--- src/bnb_pkg.sv ---
// Shared constants and codes for the batch-norm backward channel block.
package bnb_pkg;

  // Digit width of the shared serial multiplier.
  localparam int DIGIT_W = 16;

  // Fixed register and field widths.
  localparam int INV_STD_W = 16;
  localparam int INV_CNT_W = 25;
  localparam int RS2_W     = 2 * INV_STD_W;
  localparam int GIN_W     = 32;
  localparam int CMD_W     = 2;
  localparam int CFG_IDX_W = 2;

  // Rounding shifts of the fixed-point scalings.
  localparam int SH_GG  = 20;
  localparam int SH_PRD = 8;
  localparam int SH_SQ  = 24;
  localparam int SH_CNT = 24;
  localparam int SH_DX  = 12;

  // Register reset values.
  localparam int GAMMA_RESET     = 256;
  localparam int MEAN_RESET      = 0;
  localparam int INV_STD_RESET   = 4096;
  localparam int INV_COUNT_RESET = 16777216;

  typedef enum logic [CMD_W-1:0] {
    CMD_CLEAR = 2'd0,
    CMD_ACCUM = 2'd1,
    CMD_EMIT  = 2'd2
  } cmd_t;

  typedef enum logic [CFG_IDX_W-1:0] {
    REG_GAMMA     = 2'd0,
    REG_MEAN      = 2'd1,
    REG_INV_STD   = 2'd2,
    REG_INV_COUNT = 2'd3
  } cfg_reg_t;

endpackage

--- src/bnb_cfg.sv ---
// Configuration register file of the batch-norm backward channel block.
module bnb_cfg #(
  parameter int DATA_WIDTH = 16,
  parameter int CFG_W      = 25
) (
  input  logic                           clk,
  input  logic                           rst,
  input  logic                           cfg_we,
  input  logic [bnb_pkg::CFG_IDX_W-1:0]  cfg_index,
  input  logic [CFG_W-1:0]               cfg_wdata,
  output logic signed [DATA_WIDTH-1:0]   gamma_value,
  output logic signed [DATA_WIDTH-1:0]   mean_value,
  output logic [bnb_pkg::INV_STD_W-1:0]  inv_std,
  output logic [bnb_pkg::INV_CNT_W-1:0]  inv_count
);
  import bnb_pkg::*;

  // Each register keeps only its own low bits of the written word.
  always_ff @(posedge clk) begin
    if (rst) begin
      gamma_value <= DATA_WIDTH'(GAMMA_RESET);
      mean_value  <= DATA_WIDTH'(MEAN_RESET);
      inv_std     <= INV_STD_W'(INV_STD_RESET);
      inv_count   <= INV_CNT_W'(INV_COUNT_RESET);
    end else if (cfg_we) begin
      case (cfg_index)
        REG_GAMMA:     gamma_value <= cfg_wdata[DATA_WIDTH-1:0];
        REG_MEAN:      mean_value  <= cfg_wdata[DATA_WIDTH-1:0];
        REG_INV_STD:   inv_std     <= cfg_wdata[INV_STD_W-1:0];
        REG_INV_COUNT: inv_count   <= cfg_wdata[INV_CNT_W-1:0];
        default: begin
        end
      endcase
    end
  end

endmodule

--- src/bnb_mul.sv ---
// Shared digit-serial signed multiplier, one digit of the first operand per cycle.
module bnb_mul #(
  parameter int XW = 48,
  parameter int KW = 33
) (
  input  logic                    clk,
  input  logic                    rst,
  input  logic                    start,
  input  logic signed [XW-1:0]    x_op,
  input  logic signed [KW-1:0]    k_op,
  output logic                    done,
  output logic signed [XW+KW-1:0] product
);
  import bnb_pkg::*;

  localparam int PW    = XW + KW;
  localparam int ND    = XW / DIGIT_W;
  localparam int CNT_W = $clog2(ND + 1);
  localparam int PPW   = DIGIT_W + 1 + KW;

  logic [XW-1:0]           shreg;
  logic signed [KW-1:0]    k_r;
  logic [CNT_W-1:0]        cnt;
  logic                    first;
  logic signed [DIGIT_W:0] digit;
  logic signed [PPW-1:0]   partial;
  logic signed [PW-1:0]    product_next;

  // Digits go most significant first; only the top digit carries the sign.
  assign digit        = {first & shreg[XW-1], shreg[XW-1 -: DIGIT_W]};
  assign partial      = digit * k_r;
  assign product_next = (product <<< DIGIT_W) + PW'(partial);

  always_ff @(posedge clk) begin
    if (rst) begin
      cnt   <= '0;
      first <= 1'b0;
      done  <= 1'b0;
    end else begin
      done <= 1'b0;
      if (start) begin
        cnt   <= CNT_W'(ND);
        first <= 1'b1;
      end else if (cnt != '0) begin
        cnt   <= cnt - 1'b1;
        first <= 1'b0;
        done  <= (cnt == CNT_W'(1));
      end
    end
  end

  always_ff @(posedge clk) begin
    if (start) begin
      shreg   <= x_op;
      k_r     <= k_op;
      product <= '0;
    end else if (cnt != '0) begin
      shreg   <= shreg << DIGIT_W;
      product <= product_next;
    end
  end

endmodule

--- src/batch_norm_backward_channel_top.sv ---
// Top level of the batch-norm backward channel block: handshake, sequencer and sums.
//
// One beat in gives one beat out. A beat carries a command (clear, accumulate or
// emit), the output gradient and the forward input. Clear zeroes the four sums
// and answers the next cycle; the unused command code changes nothing and also
// answers the next cycle. Accumulate and emit run a chain of multiplications on
// one shared digit-serial multiplier that consumes one 16-bit digit of its first
// operand per cycle. Each multiplication pass loads the operands, works through the
// ND digits and then hands the product back, where ND is the number of 16-bit
// digits in max(ACC_WIDTH, 2*DATA_WIDTH+1) (ND = 3 by default). Each rounded
// scaling takes two passes, one for the integer part and one for the fraction.
// Accumulate needs nine passes and emit seven. The block takes no new beat until
// its result beat has been taken, and it is ready again in the cycle after that.
// The result beat holds grad_in (zero unless emit) and the dgamma and dbeta sums
// as they stand after the beat. All sums saturate at the signed ACC_WIDTH range
// and grad_in saturates at 32 bits. Configuration writes take effect at once and
// must be made while no beat is in flight.
module batch_norm_backward_channel_top #(
  parameter int DATA_WIDTH = 16,
  parameter int ACC_WIDTH  = 48
) (
  input  logic clk,
  input  logic rst,
  // Input stream.
  input  logic                                         s_tvalid,
  output logic                                         s_tready,
  // s_tdata, from bit 0 up: grad_out, x_value, zero padding.
  input  logic [((2*DATA_WIDTH+7)/8)*8-1:0]            s_tdata,
  // s_tuser: command.
  input  logic [bnb_pkg::CMD_W-1:0]                    s_tuser,
  // Result stream.
  output logic                                         m_tvalid,
  input  logic                                         m_tready,
  // m_tdata, from bit 0 up: grad_in, grad_gamma_sum, grad_beta_sum, zero padding.
  output logic [((bnb_pkg::GIN_W+2*ACC_WIDTH+7)/8)*8-1:0] m_tdata,
  // Configuration write port.
  input  logic                                         cfg_we,
  input  logic [bnb_pkg::CFG_IDX_W-1:0]                cfg_index,
  input  logic [(DATA_WIDTH > bnb_pkg::INV_CNT_W ? DATA_WIDTH
                 : bnb_pkg::INV_CNT_W)-1:0]            cfg_wdata
);
  import bnb_pkg::*;

  localparam int CFG_W  = (DATA_WIDTH > INV_CNT_W) ? DATA_WIDTH : INV_CNT_W;
  localparam int OUT_TW = ((GIN_W + 2 * ACC_WIDTH + 7) / 8) * 8;
  localparam int DW1    = DATA_WIDTH + 1;
  localparam int AW1    = ACC_WIDTH + 1;
  // Widest first operand: a sum, or the raw product of gradient and centered input.
  localparam int VW     = (ACC_WIDTH > 2 * DATA_WIDTH + 1) ? ACC_WIDTH : 2 * DATA_WIDTH + 1;
  localparam int ND     = (VW + DIGIT_W - 1) / DIGIT_W;
  localparam int XW     = ND * DIGIT_W;
  // Widest second operand: the squared reciprocal deviation or the centered input.
  localparam int KW     = (DW1 > RS2_W + 1) ? DW1 : RS2_W + 1;
  localparam int PW     = XW + KW;
  localparam int SHW    = 5;

  localparam logic signed [ACC_WIDTH-1:0] AMAX = {1'b0, {(ACC_WIDTH-1){1'b1}}};
  localparam logic signed [ACC_WIDTH-1:0] AMIN = ~AMAX;
  localparam logic signed [PW-1:0] AMAX_P = {{(PW-ACC_WIDTH+1){1'b0}}, {(ACC_WIDTH-1){1'b1}}};
  localparam logic signed [PW-1:0] AMIN_P = ~AMAX_P;
  localparam logic signed [ACC_WIDTH-1:0] I32MAX = {{(ACC_WIDTH-GIN_W+1){1'b0}},
                                                    {(GIN_W-1){1'b1}}};
  localparam logic signed [ACC_WIDTH-1:0] I32MIN = ~I32MAX;

  // Sequencer steps; the _A step of a rounded scaling forms the integer part
  // times the factor, the _B step the fraction times the factor.
  typedef enum logic [16:0] {
    ST_IDLE  = 17'h00001,
    ST_DXH   = 17'h00002,
    ST_DW    = 17'h00004,
    ST_GG_A  = 17'h00008,
    ST_GG_B  = 17'h00010,
    ST_PRD_A = 17'h00020,
    ST_PRD_B = 17'h00040,
    ST_RS2   = 17'h00080,
    ST_SQ_A  = 17'h00100,
    ST_SQ_B  = 17'h00200,
    ST_CEN_A = 17'h00400,
    ST_CEN_B = 17'h00800,
    ST_CNT_A = 17'h01000,
    ST_CNT_B = 17'h02000,
    ST_DX_A  = 17'h04000,
    ST_DX_B  = 17'h08000,
    ST_OUT   = 17'h10000
  } state_t;

  state_t state;
  logic   issued;

  logic signed [DATA_WIDTH-1:0] gamma_value;
  logic signed [DATA_WIDTH-1:0] mean_value;
  logic [INV_STD_W-1:0]         inv_std;
  logic [INV_CNT_W-1:0]         inv_count;

  logic signed [DATA_WIDTH-1:0] grad_out;
  logic signed [DATA_WIDTH-1:0] x_value;

  // Item registers.
  logic [CMD_W-1:0]             cmd_r;
  logic signed [DATA_WIDTH-1:0] dout_r;
  logic signed [DW1-1:0]        d_r;

  // Running sums.
  logic signed [ACC_WIDTH-1:0]  gsum;
  logic signed [ACC_WIDTH-1:0]  bsum;
  logic signed [ACC_WIDTH-1:0]  csum;
  logic signed [ACC_WIDTH-1:0]  ssum;

  // Intermediate values.
  logic signed [ACC_WIDTH-1:0]  dxh;
  logic signed [ACC_WIDTH-1:0]  tg;
  logic signed [XW-1:0]         src;
  logic signed [PW-1:0]         pr;
  logic [RS2_W-1:0]             rs2;
  logic signed [GIN_W-1:0]      gin;

  // Multiplier hookup.
  logic                  mul_state;
  logic                  rnd_state;
  logic                  b_pass;
  logic                  mul_start;
  logic                  mul_done;
  logic signed [XW-1:0]  x_op;
  logic signed [KW-1:0]  k_op;
  logic signed [PW-1:0]  mul_p;
  logic [SHW-1:0]        rnd_n;
  logic signed [XW-1:0]  x_a;
  logic [XW-1:0]         low_mask;
  logic signed [PW-1:0]  half;
  logic signed [PW-1:0]  lo;
  logic signed [PW-1:0]  rsum;
  logic signed [ACC_WIDTH-1:0] rnd;

  function automatic logic signed [ACC_WIDTH-1:0] clamp_p(input logic signed [PW-1:0] v);
    if (v > AMAX_P) begin
      return AMAX;
    end else if (v < AMIN_P) begin
      return AMIN;
    end
    return v[ACC_WIDTH-1:0];
  endfunction

  function automatic logic signed [ACC_WIDTH-1:0] sat_fit(input logic signed [AW1-1:0] s);
    if (s[AW1-1] != s[AW1-2]) begin
      return s[AW1-1] ? AMIN : AMAX;
    end
    return s[ACC_WIDTH-1:0];
  endfunction

  function automatic logic signed [ACC_WIDTH-1:0] sat_add(
    input logic signed [ACC_WIDTH-1:0] a,
    input logic signed [ACC_WIDTH-1:0] b
  );
    return sat_fit(AW1'(a) + AW1'(b));
  endfunction

  function automatic logic signed [ACC_WIDTH-1:0] sat_sub(
    input logic signed [ACC_WIDTH-1:0] a,
    input logic signed [ACC_WIDTH-1:0] b
  );
    return sat_fit(AW1'(a) - AW1'(b));
  endfunction

  function automatic logic signed [GIN_W-1:0] clamp32(input logic signed [ACC_WIDTH-1:0] v);
    if (v > I32MAX) begin
      return I32MAX[GIN_W-1:0];
    end else if (v < I32MIN) begin
      return I32MIN[GIN_W-1:0];
    end
    return v[GIN_W-1:0];
  endfunction

  bnb_cfg #(
    .DATA_WIDTH (DATA_WIDTH),
    .CFG_W      (CFG_W)
  ) u_cfg (
    .clk         (clk),
    .rst         (rst),
    .cfg_we      (cfg_we),
    .cfg_index   (cfg_index),
    .cfg_wdata   (cfg_wdata),
    .gamma_value (gamma_value),
    .mean_value  (mean_value),
    .inv_std     (inv_std),
    .inv_count   (inv_count)
  );

  bnb_mul #(
    .XW (XW),
    .KW (KW)
  ) u_mul (
    .clk     (clk),
    .rst     (rst),
    .start   (mul_start),
    .x_op    (x_op),
    .k_op    (k_op),
    .done    (mul_done),
    .product (mul_p)
  );

  assign grad_out = s_tdata[DATA_WIDTH-1:0];
  assign x_value  = s_tdata[2*DATA_WIDTH-1:DATA_WIDTH];

  assign s_tready = (state == ST_IDLE);
  assign m_tvalid = (state == ST_OUT);
  assign m_tdata  = OUT_TW'({bsum, gsum, gin});

  // Operand selection for the current step. A rounded scaling of v by k splits
  // v into floor(v / 2^n) and its n-bit remainder; each goes through the
  // multiplier on its own so that overflow of the integer part is seen exactly.
  always_comb begin
    x_op      = '0;
    k_op      = '0;
    rnd_n     = SHW'(SH_PRD);
    mul_state = 1'b1;
    rnd_state = 1'b1;
    b_pass    = 1'b0;
    case (state)
      ST_DXH: begin
        x_op      = XW'(dout_r);
        k_op      = KW'(gamma_value);
        rnd_state = 1'b0;
      end
      ST_DW: begin
        x_op      = XW'(dout_r);
        k_op      = KW'(d_r);
        rnd_state = 1'b0;
      end
      ST_RS2: begin
        x_op      = XW'(inv_std);
        k_op      = KW'(inv_std);
        rnd_state = 1'b0;
      end
      ST_GG_A, ST_GG_B: begin
        k_op   = KW'(inv_std);
        rnd_n  = SHW'(SH_GG);
        b_pass = (state == ST_GG_B);
      end
      ST_PRD_A, ST_PRD_B: begin
        k_op   = KW'(d_r);
        rnd_n  = SHW'(SH_PRD);
        b_pass = (state == ST_PRD_B);
      end
      ST_SQ_A, ST_SQ_B: begin
        k_op   = KW'(rs2);
        rnd_n  = SHW'(SH_SQ);
        b_pass = (state == ST_SQ_B);
      end
      ST_CEN_A, ST_CEN_B: begin
        k_op   = KW'(d_r);
        rnd_n  = SHW'(SH_PRD);
        b_pass = (state == ST_CEN_B);
      end
      ST_CNT_A, ST_CNT_B: begin
        k_op   = KW'(inv_count);
        rnd_n  = SHW'(SH_CNT);
        b_pass = (state == ST_CNT_B);
      end
      ST_DX_A, ST_DX_B: begin
        k_op   = KW'(inv_std);
        rnd_n  = SHW'(SH_DX);
        b_pass = (state == ST_DX_B);
      end
      default: begin
        mul_state = 1'b0;
        rnd_state = 1'b0;
      end
    endcase
    if (rnd_state) begin
      x_op = b_pass ? XW'(XW'(src) & low_mask) : x_a;
    end
  end

  assign x_a       = src >>> rnd_n;
  assign low_mask  = ~({XW{1'b1}} << rnd_n);
  assign mul_start = mul_state & ~issued;

  // Combine the integer-part product held in pr with the fraction product from
  // the multiplier, rounding half up. An integer-part product whose magnitude
  // reaches 2^(ACC_WIDTH-1) saturates by its own sign, whatever the fraction adds.
  assign half = PW'(1) << (rnd_n - SHW'(1));
  assign lo   = (mul_p + half) >>> rnd_n;
  assign rsum = pr + lo;

  always_comb begin
    if (pr > AMAX_P) begin
      rnd = AMAX;
    end else if (pr <= AMIN_P) begin
      rnd = AMIN;
    end else begin
      rnd = clamp_p(rsum);
    end
  end

  // Control state and the sums.
  always_ff @(posedge clk) begin
    if (rst) begin
      state  <= ST_IDLE;
      issued <= 1'b0;
      gsum   <= '0;
      bsum   <= '0;
      csum   <= '0;
      ssum   <= '0;
    end else begin
      if (mul_start) begin
        issued <= 1'b1;
      end else if (mul_done) begin
        issued <= 1'b0;
      end
      case (state)
        ST_IDLE: begin
          if (s_tvalid) begin
            case (s_tuser)
              CMD_CLEAR: begin
                gsum  <= '0;
                bsum  <= '0;
                csum  <= '0;
                ssum  <= '0;
                state <= ST_OUT;
              end
              CMD_ACCUM, CMD_EMIT: state <= ST_DXH;
              default:             state <= ST_OUT;
            endcase
          end
        end
        ST_DXH: begin
          if (mul_done) begin
            state <= (cmd_r == CMD_ACCUM) ? ST_DW : ST_CEN_A;
          end
        end
        ST_DW:    if (mul_done) state <= ST_GG_A;
        ST_GG_A:  if (mul_done) state <= ST_GG_B;
        ST_GG_B:  if (mul_done) state <= ST_PRD_A;
        ST_PRD_A: if (mul_done) state <= ST_PRD_B;
        ST_PRD_B: if (mul_done) state <= ST_RS2;
        ST_RS2:   if (mul_done) state <= ST_SQ_A;
        ST_SQ_A:  if (mul_done) state <= ST_SQ_B;
        ST_SQ_B: begin
          if (mul_done) begin
            gsum  <= sat_add(gsum, tg);
            bsum  <= sat_add(bsum, ACC_WIDTH'(dout_r));
            csum  <= sat_add(csum, rnd);
            ssum  <= sat_add(ssum, dxh);
            state <= ST_OUT;
          end
        end
        ST_CEN_A: if (mul_done) state <= ST_CEN_B;
        ST_CEN_B: if (mul_done) state <= ST_CNT_A;
        ST_CNT_A: if (mul_done) state <= ST_CNT_B;
        ST_CNT_B: if (mul_done) state <= ST_DX_A;
        ST_DX_A:  if (mul_done) state <= ST_DX_B;
        ST_DX_B:  if (mul_done) state <= ST_OUT;
        ST_OUT:   if (m_tready) state <= ST_IDLE;
        default:  state <= ST_IDLE;
      endcase
    end
  end

  // Item and intermediate registers.
  always_ff @(posedge clk) begin
    case (state)
      ST_IDLE: begin
        if (s_tvalid) begin
          cmd_r  <= s_tuser;
          dout_r <= grad_out;
          d_r    <= DW1'(x_value) - DW1'(mean_value);
          gin    <= '0;
        end
      end
      ST_DXH: begin
        if (mul_done) begin
          dxh <= clamp_p(mul_p);
          src <= XW'(csum);
        end
      end
      ST_DW: begin
        if (mul_done) begin
          src <= mul_p[XW-1:0];
        end
      end
      ST_GG_A, ST_PRD_A, ST_SQ_A, ST_CEN_A, ST_CNT_A, ST_DX_A: begin
        if (mul_done) begin
          pr <= mul_p;
        end
      end
      ST_GG_B: begin
        if (mul_done) begin
          tg  <= rnd;
          src <= XW'(dxh);
        end
      end
      ST_PRD_B: begin
        if (mul_done) begin
          src <= XW'(rnd);
        end
      end
      ST_RS2: begin
        if (mul_done) begin
          rs2 <= mul_p[RS2_W-1:0];
        end
      end
      ST_CEN_B: begin
        if (mul_done) begin
          src <= XW'(sat_add(rnd, ssum));
        end
      end
      ST_CNT_B: begin
        if (mul_done) begin
          src <= XW'(sat_sub(dxh, rnd));
        end
      end
      ST_DX_B: begin
        if (mul_done) begin
          gin <= clamp32(rnd);
        end
      end
      default: begin
      end
    endcase
  end

endmodule

--- config.mk ---
export PLATFORM = sky130hd
export DESIGN_NAME = batch_norm_backward_channel_top
export DESIGN_NICKNAME = d
export VERILOG_FILES = /design/src/bnb_pkg.sv /design/src/bnb_cfg.sv /design/src/bnb_mul.sv /design/src/batch_norm_backward_channel_top.sv
export SDC_FILE = /design/constraint.sdc
export NUM_CORES = 2
export LEC_CHECK = 0
export ABC_AREA = 1
export ABC_CLOCK_PERIOD_IN_PS = 28800
export CAP_MARGIN = 5
export CORE_UTILIZATION = 65
export DETAILED_ROUTE_END_ITERATION = 12
export DONT_BUFFER_PORTS = 1
export PLACE_DENSITY_LB_ADDON = 0.15
export SYNTH_ARGS = -nofsm -noshare
export SYNTH_HDL_FRONTEND = slang
export SYNTH_SLANG_ARGS = --single-unit
--- constraint.sdc ---
create_clock -name clk -period 28.8 [get_ports clk]
set_input_delay 1.44 -clock clk [delete_from_list [all_inputs] [get_ports clk]]
set_output_delay 1.44 -clock clk [all_outputs]
set_load 0.005 [all_outputs]
==> results of run 1 <==
==> logic make-up after synthesis <==
family,after synthesis
muxes,21
xor gates and xnor gates,445
other,2
and+or+nand+nor,4596
adders and majority gates,1366
DFF,773
AOI/OAI and AO/OA,2546
buffers and inverters,2821
==> through the flow <==
stage / hold slack, ns / util [%] / cells
4_1_cts: 0.463 / 68.9 / 14200
2_1_floorplan: 0.423 / - / 12600
3_5_place_dp: 0.448 / 66.7 / 14100
3_3_place_gp: 0.436 / 66.7 / 14000
==> routing by layer <==
| metal | overflow | global-route usage (%) |
|---|---|---|
| met1 | 1 | 70.2 |
| met2 | 52 | 77.6 |
| met3 | 12 | 38.5 |
| met4 | 33 | 41.3 |
| met5 | 1 | 21.1 |
==> synth_stat cells, types with 116 or more instances <==
master       n
nor2_1    1012
nor3_1     116
ha_1       618
inv_1     2333
xor2_1     298
xnor2_1    147
a21oi_1   1065
o21ai_0    850
dfxtp_1    368
fa_1       748
nand3_1    399
a31oi_1    139
edfxtp_1   405
clkbuf_1   368
nand2_1   2727
==> reports/summary.txt, run 1 <==
FF+latch count, synth -> 773
Post-synth top flop -> edfxtp_1
area leader, netlist -> fa_1
CTS Buf Count -> 87
Clock Root Buffer -> clkbuf_16
Simple-Gate Fraction of Synth Area -> 20.9%
Mapped Area -> 90100 um^2
largest net degree at the start of global routing -> 200
Seq/Total Area, Yosys -> 21.7%
top post-synthesis cells by area -> fa_1, edfxtp_1, nand2_1, inv_1, ha_1
stopping stage -> global routing
CTS H-tree lvls -> 3
status -> stopped before the end
Mapped Cells -> 12.6k
gpl congestion -> 1.10
Clock Path Buffers -> 3
Setup WS pre-CTS -> 12.28 ns
Boundary Pins -> 196
Congestion Overflow GR -> 99
Die X -> 374 um
DIE HEIGHT -> 374 um
clk sinks -> 773
complex-gate fraction of the synthesized area -> 15.7%
area share of the largest cell type after synthesis -> 16.6%
EDFF count, synth -> 405
largest family of logic cells by synthesized area -> adder cells
mux cell area share after synthesis -> 0.233%
xor/xnor share of the synthesized area -> 4.32%
Row Count -> 136
Synth Warn # -> 0
post_cts resized -> 0
post-detail-place hpwl -> 286000 um
initial core utilization -> 65.6%
post-CTS setup buffer count -> 0
PortBufs -> 0
Post-Synth Adder-Cell Area -> 25.2%
Total Routing Usage GR -> 60.2%
Area after DPL -> 91700 um^2
Syn Area/Cell -> 7.17 um^2
First Err -> [ERROR GRT-0232] Routing congestion too high. Check the congestion heatmap in the GUI.
fraction of registers with async set/reset -> 0%
post-synthesis cell type count -> 73
# hold bufs at CTS -> 0
==> inputs of run 2 (changes only) <==
- CORE_UTILIZATION: 65 -> 40
==> reports/summary.txt, run 2 <==
Slew Limit Fails -> 0
Setup WS pre-CTS -> 12.50 ns (+0.223 ns)
Top Registers -> pr: 81 flops, u_mul.product: 81 flops
final setup violation count -> 0
area leader, netlist -> fa_1
Crit path arrival time -> 17.43 ns
slew margin rel. -> 9.28%
Hold Vio Cnt, Final -> 0
Clock Path Buffers -> 3 (unchanged)
DRC errors left -> 0
Row Count -> 173 (+27%)
post-synthesis cell type count -> 73 (unchanged)
PortBufs -> 0 (unchanged)
crit end category -> flip-flop
via density per instance -> 5.55
crit path max fanout -> 63
via count -> 85.8k
Setup crit start kind -> flip-flop
per-cell routed wire length -> 24.6 um
fraction of registers with async set/reset -> 0% (unchanged)
post_cts resized -> 0 (unchanged)
setup_tns -> 0 ns
leading cell type in the layout, fill and taps excluded -> nand2_1
minimum clock period -> 16.91 ns
proportion of layout cells with a drive suffix above 1 -> 4.57%
CTS H-tree lvls -> 3 (unchanged)
Synth Warn # -> 0 (unchanged)
Mapped Area -> 90100 um^2 (unchanged)
DIE HEIGHT -> 477 um (+27%)
largest net degree at the start of global routing -> 200
final WL -> 379000 um
clk sinks -> 773 (unchanged)
clk_lat worst skew -> 0.78 ns
final setup margin -> 11.89 ns
Mapped Cells -> 12.6k (unchanged)
die area -> 227000 um^2
Total Routing Usage GR -> 32.7%
most frequent cells in the layout -> nand2_1, inv_1, a21oi_1, nor2_1, o21ai_0
commonest cells in the netlist -> nand2_1, inv_1, a21oi_1
DRT Pass-1 Iters -> 8
max_cap viols -> 0
min-delay worst type -> flip-flop to flip-flop
Die X -> 477 um (+27%)
Seq/Total Area, Yosys -> 21.7% (unchanged)
final period utilization -> 58.7%
crit-path max cell delay -> 1.01 ns
type of the worst setup path -> flip-flop to flip-flop
Worst-Margin Slew -> 1.35 ns
CP max-delay cell -> o21ai_1
clock transition at the registers of the reported paths -> 0.07 ns
# hold bufs at CTS -> 0 (unchanged)
Most common cell on crit path -> nand2_1
Routed Antenna Nets -> 0
RSZ-0062 raised after global routing -> false
CTS tree -> yes
final net count -> 13.8k
Syn Area/Cell -> 7.17 um^2 (unchanged)
status -> finished, final reports clean
FF+latch count, synth -> 773 (unchanged)
clock skew -> 0.0718 ns
CTS Buf Count -> 94 (+8.0%)
Congestion Overflow GR -> 0
first-pass GRT wire length -> 558000 um
EDFF count, synth -> 405 (unchanged)
cell with the most instances after synthesis -> nand2_1
area share of the largest cell type after synthesis -> 16.6% (unchanged)
initial core utilization -> 40.4% (-25 points)
core area -> 223000 um^2
Post-synth top flop -> edfxtp_1
gpl congestion -> 1.00 (-9.4%)
post-detail-place hpwl -> 307000 um (+7.4%)
maximum clock rate -> 0.0591 GHz
Boundary Pins -> 196 (unchanged)
Req. time, crit path -> 29.32 ns
Clock Root Buffer -> clkbuf_16
Area Growth Syn to Fin -> 7.22%
vias in the first global route -> 81.4k
top post-synthesis cells by area -> fa_1, edfxtp_1, nand2_1, inv_1, ha_1
initial antenna violation count -> 11
initial DRC count -> 9024
post-CTS setup buffer count -> 0 (unchanged)
run 2: cell counts after synthesis:
Identical to the previous run, type by type.
run 2: path summary, 6_finish.rpt:
check                                                      start                          endpoint  slack (ns)  cells after the start
worst min-delay path            u_cfg.inv_count[15]$_SDFFE_PP0P_  u_cfg.inv_count[15]$_SDFFE_PP0P_        0.46                      2
worst max-delay path                      state[11]$_SDFFE_PP0P_                 src[14]$_DFFE_PP_       11.89                     75
worst max register to register            state[11]$_SDFFE_PP0P_                 src[14]$_DFFE_PP_       11.89                     75
worst min register to register  u_cfg.inv_count[15]$_SDFFE_PP0P_  u_cfg.inv_count[15]$_SDFFE_PP0P_        0.46                      2
run 2: metal layers:
layer,GRT usage [%],part of all wire [%]
met1,48.3,46
met4,9.23,3.2
met5,0.294,0.031
met3,5.37,8.0
met2,48.8,42
run 2: area by class of cell:
type,count,area [um^2]
timing repair buffer,146,1100
multi-input combinational,8977,60100
clock buffer,122,2650
tap,2975,3720
fill,23300,127000
inverter,2387,8960
antenna,5,12.5
clock inverter,56,622
sequential,773,19500
run 2: through the flow:
step	area [um^2]	hold slack, ns	utilization [%]	std cells
6_report	96700	0.460	43.3	15400
3_5_place_dp	93400	0.447	41.8	15300
4_1_cts	96600	0.455	43.3	15400
5_1_grt	96600	0.466	43.3	15400
3_3_place_gp	93300	0.438	41.8	15300
2_1_floorplan	90100	0.423	-	12600
run 2: critical path, delay by kind of cell, from the launching register on:
kind	cells	cell delay (ns)
adders and majority gates	4	1.61
and+or+nand+nor	32	5.45
AOI/OAI and AO/OA	19	4.68
DFF	1	0.35
xor gates and xnor gates	2	0.49
buffers and inverters	18	3.92
run 2: cell families (layout without fill, tap and decap cells):
kind of cell	count (synthesis)	count (layout)	synth area share [%]
adders and majority gates	1366	1366	25.2
DFF	773	773	21.7
buffers and inverters	2821	2711	11.9
AOI/OAI and AO/OA	2546	2546	15.7
muxes	21	21	0.233
xor gates and xnor gates	445	445	4.32
other	2	8	0.00833
and+or+nand+nor	4596	4596	20.9
Power of run 2 is left out: the tool's default activity adds up to more than one toggle a clock period on the data nets, which glitch-free logic cannot reach.
